### src/hdl/ebsf_pkg.sv
package ebsf_pkg;

  // Input mode codes, also used as the command op between front and back
  typedef enum logic [1:0] {
    OP_BYTE  = 2'd0,
    OP_START = 2'd1,
    OP_STOP  = 2'd2,
    OP_TICK  = 2'd3
  } op_e;

  // Result kinds
  typedef enum logic [1:0] {
    KIND_ACK      = 2'd0,
    KIND_NOT_CONN = 2'd1,
    KIND_SAMPLE   = 2'd2
  } kind_e;

  // One classified command in flight from front to back
  typedef struct packed {
    op_e        op;
    logic [7:0] byte_value;
    logic       connected;
  } cmd_t;

  localparam int ByteW    = 8;
  localparam int RawW     = 16;
  localparam int NumW     = 32;
  localparam int ScaledW  = 21;
  localparam int Divisor  = 4095;
  // Guard bits of the reciprocal; must be at least RawW for an error under one
  localparam int GuardW   = 16;
  localparam logic [3:0] SkipNibble = 4'hF;

endpackage

### src/hdl/ebsf_cmd_queue.sv
module ebsf_cmd_queue (
  input  logic              clk_i,
  input  logic              rst_ni,
  input  logic              push_i,
  input  ebsf_pkg::cmd_t    cmd_i,
  output logic              full_o,
  input  logic              pop_i,
  output logic              valid_o,
  output ebsf_pkg::cmd_t    cmd_o
);

  ebsf_pkg::cmd_t entry_q [2];
  logic           wr_q;
  logic           rd_q;
  logic [1:0]     count_q;

  assign full_o  = (count_q == 2'd2);
  assign valid_o = (count_q != 2'd0);
  assign cmd_o   = entry_q[rd_q];

  // Two-entry ring of commands
  always_ff @(posedge clk_i or negedge rst_ni) begin
    if (!rst_ni) begin
      wr_q    <= 1'b0;
      rd_q    <= 1'b0;
      count_q <= 2'd0;
    end else begin
      if (push_i) wr_q <= ~wr_q;
      if (pop_i)  rd_q <= ~rd_q;
      if (push_i && !pop_i)      count_q <= count_q + 2'd1;
      else if (pop_i && !push_i) count_q <= count_q - 2'd1;
    end
  end

  always_ff @(posedge clk_i) begin
    if (push_i) entry_q[wr_q] <= cmd_i;
  end

endmodule

### config.mk
export PLATFORM = sky130hd
export DESIGN_NAME = ebsf_cmd_queue
export DESIGN_NICKNAME = d
export VERILOG_FILES = /design/src/hdl/ebsf_pkg.sv /design/src/hdl/ebsf_cmd_queue.sv
export SDC_FILE = /design/constraint.sdc
export NUM_CORES = 1
export LEC_CHECK = 0
export ABC_AREA = 0
export CORE_MARGIN = 1
export CORE_UTILIZATION = 55
export CTS_CLUSTER_DIAMETER = 50
export DETAILED_ROUTE_END_ITERATION = 10
export DONT_BUFFER_PORTS = 1
export GPL_TIMING_DRIVEN = 1
export PLACE_DENSITY = 0.69
export SYNTH_ARGS = -nofsm -noshare
export SYNTH_HDL_FRONTEND = slang
export SYNTH_SLANG_ARGS = --single-unit
### constraint.sdc
create_clock -name clk_i -period 3.1 [get_ports clk_i]
set_input_delay 0.155 -clock clk_i [delete_from_list [all_inputs] [get_ports clk_i]]
set_output_delay 0.155 -clock clk_i [all_outputs]
set_load 0.02 [all_outputs]
==> results of run 1 <==
-- sequential cells by signal, indices dropped and copies added (netlist names) --
signal,cells
wr_q,1
entry_q,22
rd_q,1
count_q,2
-- Yosys cell counts --
| cell type | number |
|---|---|
| edfxtp_1 | 22 |
| mux2_4 | 9 |
| dfrtp_1 | 4 |
| xor2_1 | 4 |
| mux2_2 | 2 |
| and2_1 | 1 |
| and2b_1 | 1 |
| buf_6 | 1 |
| ha_1 | 1 |
| inv_1 | 1 |
| nor2_1 | 1 |
| nor2b_1 | 1 |
| or2_2 | 1 |
| xnor2_1 | 1 |
-- kinds of logic (layout without fill, tap and decap cells) --
family | count (synthesis) | in the layout | share of synthesized area
xor+xnor | 5 | 5 | 0.0429
mux | 11 | 11 | 0.155
simple gates | 5 | 5 | 0.0295
fa+ha+maj | 1 | 1 | 0.0123
flops | 26 | 26 | 0.746
buf+inv | 2 | 19 | 0.0147
-- final timing paths --
| kind | cells past startpoint | to | from |
|---|---|---|---|
| setup reg to reg | 1 | entry_q[0][0]$_DFFE_PP_ | wr_q$_DFFE_PN0P_ |
| hold / removal | 2 | count_q[0]$_DFFE_PN0P_ | push_i |
| min in group asynchronous | 1 | count_q[0]$_DFFE_PN0P_ | rst_ni |
| setup / recovery | 1 | cmd_o[3] | rd_q$_DFFE_PN0P_ |
| hold reg to reg | 1 | count_q[1]$_DFFE_PN0P_ | count_q[1]$_DFFE_PN0P_ |
| max in group asynchronous | 1 | rd_q$_DFFE_PN0P_ | rst_ni |
-- through the flow --
stage	hold WS, ns	setup slack (ns)	cells	util
global route	0.0633	1.32	92	0.714
detailed placement	-0.140	1.56	74	0.602
finish	0.0728	1.38	92	0.714
CTS	0.0742	1.36	92	0.714
floorplan	-0.141	1.80	50	-
global placement	-0.140	1.63	74	0.602
-- layer usage --
layer,vias to the layer above,part of all wire
met4,0,0
met2,19,0.56
met1,226,0.39
li1,217,-
met3,0,0.049
met5,-,0
-- power by group through the flow --
| stage | Sequential, mW | Combinational, mW | Clock, mW |
|---|---|---|---|
| 2_1_floorplan | 0.510 | 0.315 | 0 |
| 3_3_place_gp | 0.545 | 0.295 | 0 |
| 3_5_place_dp | 0.556 | 0.301 | 0 |
| 4_1_cts | 0.549 | 0.318 | 0.230 |
| 5_1_grt | 0.557 | 0.335 | 0.239 |
| 6_report | 0.548 | 0.315 | 0.229 |
-- final cells by class --
| cell class | count | area [sq um] | area share |
|---|---|---|---|
| multi-input combinational | 22 | 244 | 0.198 |
| tap | 25 | 31.3 | 0.0254 |
| clock buffer | 3 | 22.5 | 0.0183 |
| sequential | 26 | 761 | 0.617 |
| timing repair buffer | 14 | 140 | 0.114 |
| inverter | 1 | 3.75 | 0.00305 |
| clock inverter | 1 | 30.0 | 0.0244 |
==> flow_summary.yaml, run 1 <==
floorplanning:
  die_h_microns: 45.1
  dieArea_sq_mm: 0.00203
  ios: 28
  start_util: 0.591
  coreArea_sq_mm: 0.00173
  die_w_microns: 45.1
  rows: 15
finish:
  antenna_cells: 0
  drive_above_1_share: 0.239
  finish.instance_area_sq_mm: 0.00123
  syn2layout_area_growth_pct: 20.9
  mostFrequentLayoutCells: "edfxtp_1 (22), dlygate4sd3_1 (14), mux2_4 (9)"
  layout.nets: 84
  fillers: 123
  layout_commonest_cell: "edfxtp_1"
route:
  drt_wl_total_mm: 1.48
  detail_route.iter0.violations: 7
  drt-pass1-iter-count: 4
  drt_drc_violations_left: 0
  wl_per_cell_microns: 16.0
  avgViaCountPerCell: 5.02
  via_count: 462
  ant_nets: 0
setup_path:
  cp.required_ns: 2.94
  rrSetupSlack_ns: 1.57
  critPathTopFamily: "flip-flops"
  crit_type: "reg2out"
  max_stage_delay_ns: 0.79
  crit_path_start_kind: "flop"
  cp_cell_sequence: "mux2_2"
  cp.arrival_ns: 1.57
  cpMaxStageDelayCell: "dfrtp_1"
  endpoint_kind: "primary output"
  cp_max_fo: 12
  cp_num_buf_inv: 0
grt:
  met2_usage: 0.284
  use_met3: 0.0240
  grt_pass1_wl_mm: 2.22
  grt_overflow: 0
  grt_max_degree: 16
  antenna_found_initial: 0
  grtUsageMet1: 0.209
  grt_pass1_vias: 470
  grt_util_all_layers: 0.165
  grt.busiest_layer: "met2"
timing:
  fin_crit_sh: 0.556
  tightest_slew_ns: 0.913
  maxSlewViolCount: 0
  setup_tns_ns: 0
  finalSetupViolCount: 0
  fmax_mhz: 580
  rsz0062_at_grt: "false"
  min_period_ns: 1.72
  relSlewSlack: 0.390
  hold_viol_final: 0
  finalClockSkew_ns: 0.00943
power_and_ir_drop:
  vdd_drop_max_v: 0.000747
  power.share.clock: 0.210
  p_sw_mw: 0.344
  internal-power_mw: 0.747
  p_leak_nw: 0.469
  p_sw_frac: 0.315
  total_power_mw: 1.09
  p_comb_frac: 0.288
  p_seq_frac: 0.502
  powerDensity_mw_per_mm2: 885
synth:
  synthTopCellsByArea: "edfxtp_1 (65%), mux2_4 (13%), dfrtp_1 (9.8%), xor2_1 (3.4%), mux2_2 (2.2%)"
  synth_warnings: 0
  synth_top_cell_area_share: 0.648
  syn_nets: 66
  synth_seq_cells: 26
  ys_seq_area_frac: 0.746
  yosys.area.top_type: "edfxtp_1"
  synth.distinct_cells: 14
  synthCells: 50
  syn_area_sq_mm: 0.00102
  avgSynthCellArea_sq_um: 20.4
clock_tree:
  cts_buffer_depth: 2
  numCtsBuffers: 3
  postCtsHoldBufs: 14
  clock_latency_ns: 0.32
  ctsResizeCount: 0
  postCtsSetupRepairBufs: 0
  cts.htree.levels: 1
  numClockSinks: 26
  cts_tree: "yes"
  clock-root-buffer: "clkbuf_4"
  clk_pin_slew_worst_paths_ns: 0.13
place:
  placed_cell_area_sq_mm: 0.00104
  gp_congestion: 0.693
  io_buffers: 0
hold_path:
  hold_path.class: "in2reg"
run:
  drv_cap: 0
outcome:
  status: "completed"
No activity file was read; power rests on OpenSTA's default activity.
==> run 2, diff against run 1 <==
==> constraint.sdc (replaced) <==
create_clock -name clk_i -period 1.8 [get_ports clk_i]
set_input_delay 0.09 -clock clk_i [delete_from_list [all_inputs] [get_ports clk_i]]
set_output_delay 0.09 -clock clk_i [all_outputs]
set_load 0.02 [all_outputs]
==> run 2 against run 1 <==
Register-to-register slack got worse by 1.0 ns; die area did not move; power grew 62%; clock-buffer cell count did not move; setup slack got worse by 1.2 ns; sequential cell count unchanged; critical path depth rose by 1; via count increased by 2.8%; sequential power rose by 67%; first-iteration DRC count unchanged; hold slack got worse by 0.039 ns; sequential share of layout area up 0.19 points; highest routed layer unchanged.
==> flow_summary.yaml, run 2 (synthesized netlist as in run 1, its figures left out) <==
timing:
  finalSetupViolCount: 0
  finalClockSkew_ns: 0.00506
  tightest_slew_ns: 0.509
  fmax_mhz: 629
  min_period_ns: 1.59
  relSlewSlack: 0.661
  rsz0062_at_grt: "false"
  hold_viol_final: 0
  fin_crit_sh: 0.884
  setup_tns_ns: 0
  maxSlewViolCount: 0
power_and_ir_drop:
  vdd_drop_max_v: 0.000911
  powerDensity_mw_per_mm2: 1440
  p_leak_nw: 0.472
grt:
  grt_pass1_wl_mm: 2.38
  grt_max_degree: 15
  grt_pass1_vias: 492
  grt_util_all_layers: 0.175
  antenna_found_initial: 0
  grt_overflow: 0
hold_path:
  hold_path.class: "in2async"
floorplanning:
  ios: 28
  die_h_microns: 45.1
  die_w_microns: 45.1
  rows: 15
  dieArea_sq_mm: 0.00203
  coreArea_sq_mm: 0.00173
  start_util: 0.591
finish:
  largest-register: "entry_q"
  top_regs: "entry_q: 22 flops, count_q: 2 flops"
  largest_reg_flops: 22
  finish.utilization: 0.712
  drive_above_1_share: 0.257
  antenna_cells: 0
  layout.nets: 87
  layout_commonest_cell: "edfxtp_1"
  syn2layout_area_growth_pct: 20.5
  mostFrequentLayoutCells: "edfxtp_1 (22), dlygate4sd3_1 (14), mux2_4 (9)"
route:
  detail_route.iter0.violations: 7
  drt-pass1-iter-count: 4
  ant_nets: 0
  drt_wl_total_mm: 1.52
  via_count: 475
  avgViaCountPerCell: 5.00
  wl_per_cell_microns: 16.0
  drt_drc_violations_left: 0
outcome:
  status: "completed"
clock_tree:
  clock-root-buffer: "clkbuf_4"
  ctsResizeCount: 0
  postCtsSetupRepairBufs: 0
  postCtsHoldBufs: 14
  cts_tree: "yes"
  numCtsBuffers: 3
  numClockSinks: 26
  cts.htree.levels: 1
  clock_latency_ns: 0.31
  cts_buffer_depth: 2
  clk_pin_slew_worst_paths_ns: 0.13
setup_path:
  crit_type: "reg2out"
  endpoint_kind: "primary output"
  rrSetupSlack_ns: 0.56
  cp_max_fo: 7
  crit_path_start_kind: "flop"
  cpMaxStageDelayCell: "dfrtp_1"
  max_stage_delay_ns: 0.59
  critPathLaunch: "rd_q$_DFFE_PN0P_"
  r2r-end: "entry_q[1][10]$_DFFE_PP_"
  cp_cell_sequence: "buf_4 > mux2_4"
  cp.required_ns: 1.71
  r2r_cells: 1
  timing.rr.start: "wr_q$_DFFE_PN0P_"
  cp.arrival_ns: 1.50
run:
  drv_cap: 0
place:
  io_buffers: 0
  gp_congestion: 0.732
  hpwlAfterDp_mm: 1.05
==> run 2: report_power, final <==
part	leakage [nW]	switching, mW	internal [mW]
registers	0.253	0.102	0.812
clock network	0.0154	0.157	0.0809
logic	0.203	0.337	0.276
total	0.472	0.597	1.17
==> run 2: metrics by stage <==
stage          setup WS [ns]  hold WS (ns)  instance area (sq um)  total power [mW]  instances
6_report               0.210        0.0337                   1230              1.77         95
5_1_grt                0.141        0.0434                   1230              1.84         95
4_1_cts                0.201        0.0262                   1230              1.76         95
3_5_place_dp           0.557        -0.205                   1060              1.51         77
3_3_place_gp           0.603        -0.205                   1060              1.48         77
2_1_floorplan          0.501        -0.206                   1020              1.42         50
==> run 2: area by class of cell <==
type | count | area [sq um]
fill | 131 | 498
clock inverter | 1 | 3.75
sequential | 26 | 761
tap | 25 | 31.3
timing repair buffer | 17 | 163
clock buffer | 3 | 22.5
multi-input combinational | 22 | 244
inverter | 1 | 3.75
==> run 2: layer usage <==
metal  GRT usage  vias to the layer above  wire length [microns]
met1       0.222                      235                    630
met3      0.0280                        0                     68
li1            -                      223                      -
met4      0.0727                        0                      0
met5           0                        -                      0
met2       0.301                       17                    821
==> run 2: worst max path at each step <==
| stage | depth (start not counted) | slack, ns | end |
|---|---|---|---|
| after floorplan | 1 | 0.50 | entry_q[0][0]$_DFFE_PP_ |
| after global placement | 2 | 0.60 | cmd_o[7] |
| after detailed placement | 2 | 0.56 | cmd_o[0] |
| after CTS | 2 | 0.20 | cmd_o[0] |
| after global routing | 2 | 0.14 | cmd_o[0] |
| final | 2 | 0.21 | cmd_o[0] |
==> run 2: worst max-delay path: cells and delay by family (launching register included) <==
kind	cells	cell delay, ns
buf+inv	1	0.25
flops	1	0.59
mux	1	0.35
